**config.mk**
```make
export PLATFORM = sky130hd
export DESIGN_NAME = vad_speech_gate
export DESIGN_NICKNAME = d
export VERILOG_FILES = /design/src/hdl/vsg_pkg.sv /design/src/hdl/vad_speech_gate.sv /design/src/hdl/vsg_cfg_regs.sv /design/src/hdl/vsg_gate_core.sv
export SDC_FILE = /design/constraint.sdc
export NUM_CORES = 1
export LEC_CHECK = 0
export BUFFER_PORTS_ARGS = -buffer_cell sky130_fd_sc_hd__clkbuf_2
export CORE_MARGIN = 1.5
export CORE_UTILIZATION = 40
export DETAILED_ROUTE_END_ITERATION = 10
export HOLD_SLACK_MARGIN = 0.15
export PLACE_DENSITY = 0.63
export SETUP_SLACK_MARGIN = 0.1
export SYNTH_ARGS = -nofsm -noshare
export SYNTH_HDL_FRONTEND = slang
export SYNTH_SLANG_ARGS = --single-unit
```
**constraint.sdc**
```tcl
create_clock -name i_clk -period 7.87 [get_ports i_clk]
set_input_delay 2.361 -clock i_clk [delete_from_list [all_inputs] [get_ports i_clk]]
set_output_delay 2.361 -clock i_clk [all_outputs]
set_load 0.005 [all_outputs]
```
**src/hdl/vsg_pkg.sv**
```systemverilog
`timescale 1ns / 1ps
package vsg_pkg;

    localparam int unsigned PROB_W = 16;
    localparam int unsigned SPAN_W = 31;
    localparam int unsigned CFG_IDX_W = 3;
    localparam int unsigned OUT_POS_W = 32;

    localparam logic [CFG_IDX_W-1:0] CFG_THRESHOLD = 3'd0;
    localparam logic [CFG_IDX_W-1:0] CFG_RELEASE_MARGIN = 3'd1;
    localparam logic [CFG_IDX_W-1:0] CFG_HOP_SIZE = 3'd2;
    localparam logic [CFG_IDX_W-1:0] CFG_MIN_SPEECH = 3'd3;
    localparam logic [CFG_IDX_W-1:0] CFG_MIN_SILENCE = 3'd4;

    localparam logic [PROB_W-1:0] RST_THRESHOLD = 16'd32768;
    localparam logic [PROB_W-1:0] RST_RELEASE_MARGIN = 16'd9830;
    localparam logic [PROB_W-1:0] RST_HOP_SIZE = 16'd512;
    localparam logic [SPAN_W-1:0] RST_MIN_SPEECH = 31'd4000;
    localparam logic [SPAN_W-1:0] RST_MIN_SILENCE = 31'd8000;

    typedef struct packed {
        logic [PROB_W-1:0] threshold;
        logic [PROB_W-1:0] release_margin;
        logic [PROB_W-1:0] hop_size;
        logic [SPAN_W-1:0] min_speech_samples;
        logic [SPAN_W-1:0] min_silence_samples;
    } t_cfg;

    typedef struct packed {
        logic fire;
        logic advance;
    } t_pipe_ctrl;

endpackage

```
**src/hdl/vad_speech_gate.sv**
```systemverilog
`timescale 1ns / 1ps
// Channel  Handshake                    Payload
// in       i_in_valid / o_in_stall      i_speech_probability[15:0], i_restart
// out      o_out_valid / i_out_stall    o_speech, o_position[31:0]
// cfg      i_cfg_we                     i_cfg_index[2:0], i_cfg_data[30:0]
//
// One item per cycle sustained while the output is not stalled; each item passes
// through the input register, then the gate logic into the result register.
// Synchronous active-low reset clears valids, gate state and config registers to defaults.
// An output stall freezes both stages; the input register still takes an item when empty.
module vad_speech_gate
    import vsg_pkg::*;
#(
    parameter int unsigned POSITION_WIDTH = 32
) (
    input  logic                 i_clk,
    input  logic                 i_rst_n,
    input  logic                 i_cfg_we,
    input  logic [CFG_IDX_W-1:0] i_cfg_index,
    input  logic [SPAN_W-1:0]    i_cfg_data,
    input  logic                 i_in_valid,
    output logic                 o_in_stall,
    input  logic [PROB_W-1:0]    i_speech_probability,
    input  logic                 i_restart,
    output logic                 o_out_valid,
    input  logic                 i_out_stall,
    output logic                 o_speech,
    output logic [OUT_POS_W-1:0] o_position
);

    t_cfg              cfg;
    t_pipe_ctrl        ctrl;
    logic              advance;
    logic              r_in_valid;
    logic [PROB_W-1:0] r_prob;
    logic              r_restart;
    logic              in_accept;

    assign advance = !(o_out_valid && i_out_stall);
    assign ctrl = '{fire: r_in_valid && advance, advance: advance};
    assign o_in_stall = r_in_valid && !advance;
    assign in_accept = i_in_valid && !o_in_stall;

    always_ff @(posedge i_clk) begin
        if (!i_rst_n) begin
            r_in_valid <= 1'b0;
        end else if (in_accept) begin
            r_in_valid <= 1'b1;
        end else if (ctrl.fire) begin
            r_in_valid <= 1'b0;
        end
    end

    always_ff @(posedge i_clk) begin
        if (in_accept) begin
            r_prob <= i_speech_probability;
            r_restart <= i_restart;
        end
    end

    vsg_cfg_regs u_cfg (
        .i_clk       (i_clk),
        .i_rst_n     (i_rst_n),
        .i_cfg_we    (i_cfg_we),
        .i_cfg_index (i_cfg_index),
        .i_cfg_data  (i_cfg_data),
        .o_cfg       (cfg)
    );

    vsg_gate_core #(
        .POSITION_WIDTH (POSITION_WIDTH)
    ) u_core (
        .i_clk      (i_clk),
        .i_rst_n    (i_rst_n),
        .i_cfg      (cfg),
        .i_ctrl     (ctrl),
        .i_prob     (r_prob),
        .i_restart  (r_restart),
        .o_valid    (o_out_valid),
        .o_speech   (o_speech),
        .o_position (o_position)
    );

endmodule

```
**src/hdl/vsg_cfg_regs.sv**
```systemverilog
`timescale 1ns / 1ps
module vsg_cfg_regs
    import vsg_pkg::*;
(
    input  logic                 i_clk,
    input  logic                 i_rst_n,
    input  logic                 i_cfg_we,
    input  logic [CFG_IDX_W-1:0] i_cfg_index,
    input  logic [SPAN_W-1:0]    i_cfg_data,
    output t_cfg                 o_cfg
);

    t_cfg r_cfg;
    t_cfg n_cfg;

    always_comb begin
        n_cfg = r_cfg;
        if (i_cfg_we) begin
            case (i_cfg_index)
                CFG_THRESHOLD:      n_cfg.threshold = i_cfg_data[PROB_W-1:0];
                CFG_RELEASE_MARGIN: n_cfg.release_margin = i_cfg_data[PROB_W-1:0];
                CFG_HOP_SIZE:       n_cfg.hop_size = i_cfg_data[PROB_W-1:0];
                CFG_MIN_SPEECH:     n_cfg.min_speech_samples = i_cfg_data;
                CFG_MIN_SILENCE:    n_cfg.min_silence_samples = i_cfg_data;
                default:            n_cfg = r_cfg;
            endcase
        end
    end

    always_ff @(posedge i_clk) begin
        if (!i_rst_n) begin
            r_cfg.threshold <= RST_THRESHOLD;
            r_cfg.release_margin <= RST_RELEASE_MARGIN;
            r_cfg.hop_size <= RST_HOP_SIZE;
            r_cfg.min_speech_samples <= RST_MIN_SPEECH;
            r_cfg.min_silence_samples <= RST_MIN_SILENCE;
        end else begin
            r_cfg <= n_cfg;
        end
    end

    assign o_cfg = r_cfg;

endmodule

```
**src/hdl/vsg_gate_core.sv**
```systemverilog
`timescale 1ns / 1ps
module vsg_gate_core
    import vsg_pkg::*;
#(
    parameter int unsigned POSITION_WIDTH = 32
) (
    input  logic                 i_clk,
    input  logic                 i_rst_n,
    input  t_cfg                 i_cfg,
    input  t_pipe_ctrl           i_ctrl,
    input  logic [PROB_W-1:0]    i_prob,
    input  logic                 i_restart,
    output logic                 o_valid,
    output logic                 o_speech,
    output logic [OUT_POS_W-1:0] o_position
);

    localparam int unsigned PW = POSITION_WIDTH;
    localparam int unsigned CW = (PW > SPAN_W) ? PW : SPAN_W;

    logic          r_active;
    logic [PW-1:0] r_pos;
    logic [PW-1:0] r_onset;
    logic [PW-1:0] r_offset;
    logic          r_valid;
    logic          r_speech;
    logic [OUT_POS_W-1:0] r_out_pos;

    logic          n_active;
    logic [PW-1:0] n_pos;
    logic [PW-1:0] n_onset;
    logic [PW-1:0] n_offset;
    logic          n_speech;

    logic          above;
    logic          below;
    logic          hold;
    logic [PW-1:0] step_pos;
    logic [PW-1:0] eff_offset;
    logic [PW-1:0] diff_on;
    logic [PW-1:0] diff_off;
    logic          onset_short;
    logic          offset_short;

    always_comb begin
        above = i_prob > i_cfg.threshold;
        below = i_prob < i_cfg.threshold;
        hold = ({1'b0, i_prob} + {1'b0, i_cfg.release_margin}) > {1'b0, i_cfg.threshold};
        step_pos = r_pos + PW'(i_cfg.hop_size);
        eff_offset = (r_offset == '0) ? step_pos : r_offset;
        diff_on = step_pos - r_onset;
        diff_off = step_pos - eff_offset;
        onset_short = CW'(diff_on) < CW'(i_cfg.min_speech_samples);
        offset_short = CW'(diff_off) < CW'(i_cfg.min_silence_samples);

        n_active = r_active;
        n_pos = step_pos;
        n_onset = r_onset;
        n_offset = r_offset;
        n_speech = 1'b0;

        if (i_restart) begin
            n_active = 1'b0;
            n_pos = '0;
            n_onset = '0;
            n_offset = '0;
        end else begin
            if (above && (r_offset != '0)) begin
                n_offset = '0;
            end
            if (above && (r_onset == '0)) begin
                n_onset = step_pos;
            end else if (above && !r_active) begin
                if (!onset_short) begin
                    n_active = 1'b1;
                    n_speech = 1'b1;
                end
            end else if (below && !r_active) begin
                n_onset = '0;
                n_offset = '0;
            end else if (r_active && hold) begin
                n_speech = 1'b1;
            end else if (below && r_active) begin
                n_offset = eff_offset;
                if (offset_short) begin
                    n_speech = 1'b1;
                end else begin
                    n_onset = '0;
                    n_offset = '0;
                    n_active = 1'b0;
                end
            end
        end
    end

    always_ff @(posedge i_clk) begin
        if (!i_rst_n) begin
            r_active <= 1'b0;
            r_pos <= '0;
            r_onset <= '0;
            r_offset <= '0;
            r_valid <= 1'b0;
        end else begin
            if (i_ctrl.fire) begin
                r_active <= n_active;
                r_pos <= n_pos;
                r_onset <= n_onset;
                r_offset <= n_offset;
                r_valid <= 1'b1;
            end else if (i_ctrl.advance) begin
                r_valid <= 1'b0;
            end
        end
    end

    always_ff @(posedge i_clk) begin
        if (i_ctrl.fire) begin
            r_speech <= n_speech;
            r_out_pos <= OUT_POS_W'(n_pos);
        end
    end

    assign o_valid = r_valid;
    assign o_speech = r_speech;
    assign o_position = r_out_pos;

`ifndef SYNTHESIS
    a_active_has_onset: assert property (@(posedge i_clk) disable iff (!i_rst_n)
        r_active |-> (r_onset != '0))
        else $error("active without onset mark");

    a_restart_clears: assert property (@(posedge i_clk) disable iff (!i_rst_n)
        (i_ctrl.fire && i_restart) |=> (r_pos == '0) && !r_active && !r_speech)
        else $error("restart did not clear state");

    a_state_held: assert property (@(posedge i_clk) disable iff (!i_rst_n)
        !i_ctrl.fire |=> $stable(r_pos) && $stable(r_active))
        else $error("state changed without an item");

    a_speech_active: assert property (@(posedge i_clk) disable iff (!i_rst_n)
        (r_valid && r_speech) |-> r_active)
        else $error("speech reported while inactive");
`endif

endmodule

```
## Yosys cells after proc, flatten, opt, wreduce, memory -nomap -nowiden

Index checks and enable logic that the tools add are counted.
Widths: inputs -> output; s select.

| storage, ports and cells | value |
|---|---|
| register bits | 259 |
| input port bits | 56 |
| output and inout port bits | 35 |
| logic and storage cells | 100 |

| operators by class | value |
|---|---|
| add/subtract/negate cells | 4 |
| magnitude comparators | 5 |
| eq/ne operators | 13 |
| muxes and demuxes | 35 |
| reductions and logical operators | 28 |

Operators with widths:

| cell | number |
|---|---|
| $mux 32 | 17 |
| $logic_not 32->1 | 2 |
| $lt 32x31->1 | 2 |
| $sub 32x32->32 | 2 |
| $add 32x16->32 | 1 |
| $reduce_bool 32->1 | 1 |
| $mux 1 | 18 |
| $add 16x16->17 | 1 |
| $gt 17x16->1 | 1 |
| $gt 16x16->1 | 1 |
| $lt 16x16->1 | 1 |
| $logic_and 1x1->1 | 10 |
| $reduce_and 2->1 | 5 |
| $ne 3x2->1 const B | 3 |
| $reduce_and 7->1 | 1 |
| $eq 3x2->1 const B | 2 |
| $ne 3x3->1 const B | 2 |
| $reduce_and 5->1 | 1 |
| $ne 2x2->1 const B | 2 |
| $ne 4x2->1 const B | 1 |
| $ne 4x4->1 const B | 1 |
| $reduce_bool 4->1 | 1 |
| $eq 3x1->1 const B | 1 |
| $eq 3x3->1 const B | 1 |
| 5 further kinds | 7 |

## Longest topological paths before layout

Gate-level depths: netlist of run 1.

| logic depth | value |
|---|---|
| word-level depth | 11 |
| mapped depth | 35 |
| depth with buffers taken out | 32 |

## Cells and area by module

Synthesis of run 1 repeated with hierarchy kept, for this count alone.

| second synthesis, totals | value |
|---|---|
| cell total of the unflattened synthesis | 1866 |
| area, all modules | 16772.3 um^2 |

By module, submodules not included:

| module | times used | cells each | area an instance (um^2) | seq. area each (um^2) |
|---|---|---|---|---|
| vsg_gate_core | 1 | 1434 | 11951.5 | 2952.8 |
| vsg_cfg_regs | 1 | 409 | 4255.3 | 2202.1 |
| vad_speech_gate | 1 | 23 | 565.5 | 530.5 |

## Worst setup path after synthesis of run 1

Ideal clock, no wire load.

| path | value |
|---|---|
| path type | reg-to-reg |
| from | reg u_cfg.r_cfg, in the netlist u_cfg.o_cfg[62] |
| to | reg u_core.r_offset[18] |
| arrival time | 6170 ps |
| path slack | 1632 ps |
| stages on the path, launching flop included | 33 |
| buffers on the path | 2 |
| path through | dfxtp_1 ha_1 fa_1 a21o_1 a22oi_1 o2111ai_1 a31oi_1 nor2_1 o21a_1 nand2_1 xnor2_1 a21oi_1 ha_1 a21o_1 a21oi_1 nor2b_1 or4_1 o21ai_0 a21oi_1 a41o_1 a311o_1 a21oi_1 xnor2_1 ha_1 a2111oi_0 nand3_1 nor3_1 o21a_1 nand3_2 or2_1 buf_6 buf_12 o2bb2ai_2 |

| on the way | value |
|---|---|
| cells in the longest elaborated chain, start to end | 11 |

Ends and longest elaborated chain:

| element | line | text |
|---|---|---|
| from (decl) | vsg_cfg_regs.sv:13 | `t_cfg r_cfg;` |
| from (signal assigned) | vsg_cfg_regs.sv:38 | `r_cfg <= n_cfg;` |
| $add 32x16->32 * | vsg_gate_core.sv:49 | `step_pos = r_pos + PW'(i_cfg.hop_size);` |
| $mux 32 | vsg_gate_core.sv:50 | `eff_offset = (r_offset == '0) ? step_pos : r_offset;` |
| $sub 32x32->32 | vsg_gate_core.sv:52 | `diff_off = step_pos - eff_offset;` |
| $lt 32x31->1 | vsg_gate_core.sv:54 | `offset_short = CW'(diff_off) < CW'(i_cfg.min_silence_samples);` |
| $mux 32 * | vsg_gate_core.sv:85 | `if (offset_short) begin` |
| $mux 32 * | vsg_gate_core.sv:83 | `end else if (below && r_active) begin` |
| $mux 32 * | vsg_gate_core.sv:81 | `end else if (r_active && hold) begin` |
| $mux 32 * | vsg_gate_core.sv:78 | `end else if (below && !r_active) begin` |
| $mux 32 * | vsg_gate_core.sv:73 | `end else if (above && !r_active) begin` |
| $mux 32 * | vsg_gate_core.sv:71 | `if (above && (r_onset == '0)) begin` |
| $mux 32 * | vsg_gate_core.sv:62 | `if (i_restart) begin` |
| to (signal assigned) | vsg_gate_core.sv:108 | `r_offset <= n_offset;` |
| to (decl) | vsg_gate_core.sv:24 | `logic [PW-1:0] r_offset;` |

Mark *: on every way between the ends. The rest lies on a longest branch, timed or not.
A chain may end at the register's enable or synchronous reset.

## Final worst setup path of run 1

| path | value |
|---|---|
| from | reg u_cfg.r_cfg, in the netlist u_cfg.o_cfg[62] |
| to | reg u_core.r_onset[2] |

| on the way | value |
|---|---|
| cells in the longest elaborated chain, start to end | 6 |

Ends and longest elaborated chain:

| element | line | text |
|---|---|---|
| $add 32x16->32 * | vsg_gate_core.sv:49 |  |
| $mux 32 | vsg_gate_core.sv:50 |  |
| $sub 32x32->32 | vsg_gate_core.sv:52 |  |
| $lt 32x31->1 | vsg_gate_core.sv:54 |  |
| $ne 4x4->1 (no line) | - |  |
| $reduce_and 5->1 (no line) | - |  |
| to (signal assigned) | vsg_gate_core.sv:107 | `r_onset <= n_onset;` |
| to (decl) | vsg_gate_core.sv:23 | `logic [PW-1:0] r_onset;` |

Marked as above.

==> impl_metrics.sql, run 1 <==
INSERT INTO impl_metrics (metric_group, metric, value, unit) VALUES
('hold_path', 'holdCritStartpoint', 'u_cfg.o_cfg[50]', ''),
('grt', 'pin_count_of_the_biggest_net_entering_global_routing', '91', ''),
('timing', 'maxSlewViolCount', '0', ''),
('clock_tree', 'clkLatencyLatePin', '0.56', 'ns'),
('grt', 'grt_pass1_wl', '71300', 'um'),
('clock_tree', 'clock_path_buffers', '3', ''),
('routing', 'num_vias', '14000', ''),
('timing', 'final_layout_worst_hold_slack', '0.454', 'ns'),
('synthesis', 'seq_area_frac_synth', '34.7', '%'),
('clock_tree', 'post_cts_hold_buffers', '0', ''),
('placement', 'post_dp_cell_area', '0.0173', 'sq mm'),
('critical_path', 'cpPeakStageDelay', '0.45', 'ns'),
('critical_path', 'crit-reg2reg-launch', 'u_cfg.o_cfg[62]', ''),
('grt', 'gr-total-overflow', '0', ''),
('synthesis', 'synth_commonest_cells', '299 x nand2_1, 255 x a21oi_1, 209 x dfxtp_1', ''),
('cells_and_area', 'final_design_area_no_fill', '0.0182', 'sq mm'),
('status', 'result_of_the_run', 'finished, final reports clean', ''),
('cells_and_area', 'final_cells', '2571', ''),
('cells_and_area', 'layout-area-overhead-vs-synth', '11.3', '%'),
('die', 'die_area', '0.0422', 'sq mm'),
('critical_path', 'timing_worst_setup_path_type', 'reg -> reg', ''),
('routing', 'router_iterations_before_antenna_repair', '5', ''),
('die', 'die_height', '205', 'um'),
('routing', 'first_iter_violations', '1071', ''),
('critical_path', 'critPathCaptureType', 'flop', ''),
('timing', 'timing.slew.headroom', '21.2', '%'),
('synthesis', 'synthesis.nets', '2196', ''),
('cells_and_area', 'drive_gt1_share', '9.73', '%'),
('pwr', 'power_consumption', '3.45', 'mW'),
('clock_tree', 'cts.root.buffer_cell', 'clkbuf_16', ''),
('grt', 'grt_pass1_vias', '13400', ''),
('die', 'ioPinCount', '91', ''),
('critical_path', 'rr_endpoint', 'u_core.r_onset[2]', ''),
('synthesis', 'synth_edf_count', '50', ''),
('pwr', 'pleak', '7.53', 'nW'),
('synthesis', 'synth_warnings', '0', ''),
('die', 'fp.coreArea', '0.0401', 'sq mm'),
('critical_path', 'cp_max_fo', '32', ''),
('placement', 'hpwlAfterDp', '34300', 'um'),
('synthesis', 'synth.avg_cell_area', '8.40', 'sq um'),
('pwr', 'worst_ir_drop_on_vdd', '0.172', 'mV'),
('clock_tree', 'postCtsSetupBuffers', '0', ''),
('timing', 'final-setup-viol-count', '0', ''),
('synthesis', 'synth_top_flop_cell', 'dfxtp_1', ''),
('clock_tree', 'cts_max_level', '1', ''),
('placement', 'buffer_ports.inserted', '90', ''),
('routing', 'detail-route-antenna-nets', '0', ''),
('cells_and_area', 'final_stage_net_count', '2271', ''),
('timing', 'max_freq', '136', 'MHz'),
('critical_path', 'timing.reg2reg.setup_slack', '0.54', 'ns'),
('flow_run', 'cap_violations', '0', ''),
('critical_path', 'timing.critical_path.arrival', '7.77', 'ns'),
('hold_path', 'hold_crit_endpoint', 'u_cfg.o_cfg[50]', ''),
('routing', 'detail_route.drc_violations', '0', ''),
('clock_tree', 'cts-buffers-inserted', '28', ''),
('grt', 'antenna_found_initial', '0', ''),
('critical_path', 'reg2reg_depth', '32', ''),
('cells_and_area', 'n_antenna_cell', '0', ''),
('synthesis', 'synthesis.instances', '1950', ''),
('critical_path', 'worstPathRequired', '8.31', 'ns'),
('placement', 'placed_cells', '2520', ''),
('synthesis', 'netlist.area_leader.share', '25.5', '%'),
('clock_tree', 'clkTransAtPathRegs', '0.06', 'ns'),
('timing', 'actual_slew_at_the_worst_max_slew_pin', '1.18', 'ns'),
('synthesis', 'synthTopCellsByArea', 'dfxtp_1 26%, ha_1 14%, edfxtp_1 9.2%, a21oi_1 7.8%, nand2_1 6.8%', ''),
('clock_tree', 'cts_tree', 'done', ''),
('die', 'initial_core_util', '40.9', '%'),
('clock_tree', 'numClockSinks', '259', ''),
('die', 'die_w', '205', 'um'),
('synthesis', 'postSynthRegisterBits', '259', ''),
('synthesis', 'syn_area', '0.0164', 'sq mm');
[sequential cells by signal, indices dropped and copies added (netlist names)]
name               flops
u_cfg.o_cfg          110
u_core.o_position     32
u_core.r_offset       32
u_core.r_onset        32
u_core.r_pos          32
r_prob                16
r_in_valid             1
r_restart              1
u_core.o_speech        1
u_core.o_valid         1
u_core.r_active        1
[per-layer routing]
| layer | GRT usage (%) | wire, um | vias up |
|---|---|---|---|
| met1 | 30.8 | 22000 | 6575 |
| met4 | 4.95 | 970 | 0 |
| met5 | 0 | 0 | - |
| li1 | - | - | 7039 |
| met3 | 2.47 | 2370 | 65 |
| met2 | 33.3 | 19300 | 359 |
[worst min-delay path, stage by stage (launching register included)]
cell and delay (ns):
dfxtp_1 0.30, nand2_1 0.05, a21oi_1 0.05
[through the flow]
step	util, %	setup WS, ns
final	45.5	0.539
after global routing	45.5	0.112
after CTS	45.5	0.491
after detailed placement	43.3	0.535
after global placement	43.3	0.746
after floorplan	-	1.63
[worst max path at each step]
stage                         start  slack (ns)  cells past startpoint                   to
floorplan           u_cfg.o_cfg[62]        1.63                     32  u_core.r_offset[18]
global placement    u_cfg.o_cfg[62]        0.75                     27    u_core.r_onset[4]
detailed placement  u_cfg.o_cfg[62]        0.53                     27    u_core.r_onset[2]
CTS                 u_cfg.o_cfg[62]        0.49                     27    u_core.r_onset[2]
global route        u_cfg.o_cfg[62]        0.11                     31    u_core.r_onset[2]
finish              u_cfg.o_cfg[62]        0.54                     32    u_core.r_onset[2]
[report_power, final]
part / internal [mW] / switching [mW]
clock network: 0.727 / 0.558
logic: 0.320 / 0.448
registers: 1.38 / 0.0156
total: 2.43 / 1.02
[repair_timing]
action,4_1_cts,5_1_grt
setup endpoints to repair,0,42
gates resized for setup,0,3
endpoints found under the hold margin,0,0
[kinds of logic (layout without fill, tap and decap cells)]
family / after synthesis / after routing / share of synthesized area [%]
AO/OA/AOI/OAI: 557 / 557 / 22.5
adder cells (fa/ha/maj): 190 / 190 / 14.7
flip-flops: 259 / 259 / 34.7
multiplexers: 2 / 2 / 0.122
XOR/XNOR: 94 / 94 / 5.07
AND/OR/NAND/NOR: 628 / 628 / 17.5
buffers and inverters: 220 / 316 / 5.42
[placed cells by master (no fill, tap or decap), types with 29 or more instances in the layout]
cell type	n
a21o_1	50
a21oi_1	255
a22o_1	33
clkbuf_16	29
clkbuf_2	90
dfxtp_1	209
edfxtp_1	50
ha_1	186
inv_1	154
nand2_1	299
nand2b_1	32
nand3_1	34
nor2_1	108
nor2b_1	37
o21ai_0	64
xnor2_1	68
[area by class of cell]
type	instances	area, sq um
timing repair buffer	109	593
fill	3879	21900
inverter	156	588
tap	525	657
clock buffer	37	776
multi-input combinational	1471	9830
clock inverter	14	111
sequential	259	5690
Note: power is estimated with default switching activity, not from simulation.
==> run 2: changes to the inputs <==
--- a/config.mk
+++ b/config.mk
@@ -6,9 +6,10 @@
 export NUM_CORES = 1
 export LEC_CHECK = 0
 export BUFFER_PORTS_ARGS = -buffer_cell sky130_fd_sc_hd__clkbuf_2
-export CORE_MARGIN = 1.5
+export CORE_MARGIN = 3
 export CORE_UTILIZATION = 40
 export DETAILED_ROUTE_END_ITERATION = 10
+export GPL_TIMING_DRIVEN = 0
 export HOLD_SLACK_MARGIN = 0.15
 export PLACE_DENSITY = 0.63
 export SETUP_SLACK_MARGIN = 0.1
==> run 2 against run 1 <==
Effect of this change:
- combinational power is 2% higher
- sequential power barely moved
- cell count is 1.9% higher
- non-clock buffer count increased by 44
- global-route usage is 0.31 points higher
- worst hold slack better by 0.00099 ns
- design area up 2.2%
- critical path type unchanged
- largest cell class unchanged
- largest power group is now clock
==> impl_metrics.sql, run 2 (synthesized netlist as in run 1, its figures left out) <==
INSERT INTO impl_metrics (metric_group, metric, value, unit) VALUES
('routing', 'vias_per_cell', '5.43', ''),
('timing', 'maxSlewViolCount', '0', ''),
('timing', 'period_needed', '7.48', 'ns'),
('critical_path', 'critPathCaptureType', 'flop', ''),
('die', 'ioPinCount', '91', ''),
('critical_path', 'cpPeakStageDelay', '0.59', 'ns'),
('routing', 'first_iter_violations', '919', ''),
('die', 'die_w', '208', 'um'),
('placement', 'buffer_ports.inserted', '89', ''),
('critical_path', 'crit-reg2reg-launch', 'u_cfg.o_cfg[62]', ''),
('clock_tree', 'post_cts_resized', '3', ''),
('clock_tree', 'cts-buffers-inserted', '30', ''),
('timing', 'final-setup-viol-count', '0', ''),
('grt', 'gr-usage-all-layers', '21.5', '%'),
('die', 'rows', '73', ''),
('die', 'die_height', '208', 'um'),
('placement', 'hpwlAfterDp', '38700', 'um'),
('status', 'result_of_the_run', 'finished, final reports clean', ''),
('clock_tree', 'post_cts_hold_buffers', '0', ''),
('routing', 'detail_route.drc_violations', '0', ''),
('cells_and_area', 'final-seq-area', '0.00569', 'sq mm'),
('critical_path', 'worstPathRequired', '8.32', 'ns'),
('clock_tree', 'postCtsSetupBuffers', '0', ''),
('grt', 'antenna_found_initial', '0', ''),
('flow_run', 'cap_violations', '0', ''),
('clock_tree', 'numClockSinks', '259', ''),
('routing', 'wl_per_cell', '18.3', 'um'),
('hold_path', 'worst_hold_path_type', 'reg -> reg', ''),
('hold_path', 'holdPathStages', '2', ''),
('clock_tree', 'cts_tree', 'done', ''),
('cells_and_area', 'drive_gt1_share', '9.31', '%'),
('critical_path', 'setup.worst_path.start', 'u_cfg.o_cfg[62]', ''),
('die', 'initial_core_util', '40.9', '%'),
('clock_tree', 'cts_max_level', '1', ''),
('hold_path', 'hold_crit_endpoint', 'u_cfg.o_cfg[5]', ''),
('clock_tree', 'clkTransAtPathRegs', '0.06', 'ns'),
('grt', 'gr-total-overflow', '0', ''),
('timing', 'max_freq', '134', 'MHz'),
('timing', 'setup_repair_after_global_routing_missed_its_margin', 'yes', ''),
('timing', 'hold_viol', '0', ''),
('timing', 'finalCritPeriodShare', '95.1', '%'),
('die', 'die_area', '0.0434', 'sq mm'),
('routing', 'num_vias', '14200', ''),
('grt', 'grt_pass1_wl', '75500', 'um'),
('pwr', 'pleak', '7.67', 'nW'),
('cells_and_area', 'mostFrequentLayoutCells', '299 x nand2_1, 254 x a21oi_1, 209 x dfxtp_1, 186 x ha_1, 156 x inv_1', ''),
('placement', 'pre_cts_slack', '-0.0220', 'ns'),
('grt', 'pin_count_of_the_biggest_net_entering_global_routing', '43', ''),
('timing', 'clock_skew', '0.0110', 'ns'),
('pwr', 'worst_ir_drop_on_vdd', '0.157', 'mV'),
('clock_tree', 'clock_path_buffers', '3', ''),
('routing', 'totalWireLength', '48000', 'um'),
('cells_and_area', 'largest_register_ff_count', '110', ''),
('placement', 'gpl.final_weighted_congestion', '0.935', ''),
('die', 'fp.coreArea', '0.0401', 'sq mm'),
('timing', 'setup-tns-final', '0', 'ns'),
('cells_and_area', 'n_antenna_cell', '0', ''),
('critical_path', 'timing_worst_setup_path_type', 'reg -> reg', ''),
('cells_and_area', 'mostFrequentLayoutCell', 'nand2_1', ''),
('critical_path', 'rr_endpoint', 'u_core.r_onset[30]', ''),
('critical_path', 'cp_max_fo', '10', ''),
('critical_path', 'timing.critical_path.arrival', '7.93', 'ns'),
('clock_tree', 'clkLatencyLatePin', '0.57', 'ns'),
('critical_path', 'critical_path.slowest_cell', 'a2111oi_0', ''),
('clock_tree', 'cts.root.buffer_cell', 'clkbuf_16', ''),
('pwr', 'power.density', '200', 'mW/mm^2'),
('cells_and_area', 'final_stage_net_count', '2317', ''),
('cells_and_area', 'fillerInstances', '3879', ''),
('critical_path', 'timing.reg2reg.setup_slack', '0.39', 'ns'),
('routing', 'router_iterations_before_antenna_repair', '5', ''),
('routing', 'detail-route-antenna-nets', '0', ''),
('critical_path', 'critical_path.startpoint_type', 'flop', ''),
('timing', 'post-route-worst-setup-slack', '0.388', 'ns'),
('critical_path', 'reg2reg_depth', '28', ''),
('timing', 'timing.slew.headroom', '21.5', '%'),
('hold_path', 'holdCritStartpoint', 'u_cfg.o_cfg[5]', ''),
('cells_and_area', 'layout-area-overhead-vs-synth', '13.8', '%'),
('cells_and_area', 'multiInputGateArea', '0.00986', 'sq mm'),
('critical_path', 'cpMostUsedCell', 'ha_1', ''),
('timing', 'actual_slew_at_the_worst_max_slew_pin', '1.16', 'ns'),
('grt', 'grt_pass1_vias', '13800', '');
run 2: area by class of cell:
type	instances	area share, %
Multi-Input combinational cell	1471	52.9
Sequential cell	259	30.5
Buffer	64	1.64
Clock buffer	38	4.52
Timing Repair Buffer	89	2.39
Clock inverter	18	1.40
Tap cell	525	3.52
Inverter	156	3.14
run 2: worst max-delay path by stage:
stage                                endpoint  slack, ns  cells past startpoint
after global placement    u_core.r_offset[11]       0.02                     28
after floorplan           u_core.r_offset[18]       1.63                     32
after CTS                 u_core.r_offset[26]       0.19                     32
final                      u_core.r_onset[30]       0.39                     28
after detailed placement  u_core.r_offset[26]      -0.02                     28
after global routing          u_core.o_speech       0.08                     26
run 2: per-layer routing:
layer | global-route usage (%) | part of all wire, %
met5 | 0 | 0
met4 | 5.18 | 2.6
met3 | 2.91 | 5.3
met2 | 35.2 | 45
met1 | 30.0 | 47
run 2: power breakdown:
part	leakage, nW	switching, mW	internal (mW)
registers	2.16	0.0169	1.38
logic	4.98	0.463	0.322
clock network	0.537	0.587	0.958
total	7.67	1.07	2.66
run 2: through the flow:
step,cell area (sq um),total power [mW],hold slack [ns],instances,util (%)
CTS,18600,3.74,0.456,2620,46.4
global placement,17500,2.17,0.442,2564,43.6
finish,18600,3.73,0.455,2620,46.5
floorplan,16400,1.96,0.434,1950,-
detailed placement,17500,2.19,0.447,2564,43.6
global route,18600,3.91,0.468,2620,46.5
run 2: worst max-delay path: cells and delay by family, from the launching register on:
family / cells / cell delay [ns]
xor+xnor: 2 / 0.48
simple gates: 7 / 1.24
compound gates: 14 / 3.70
buf+inv: 1 / 0.18
fa+ha+maj: 4 / 1.42
flops: 1 / 0.34
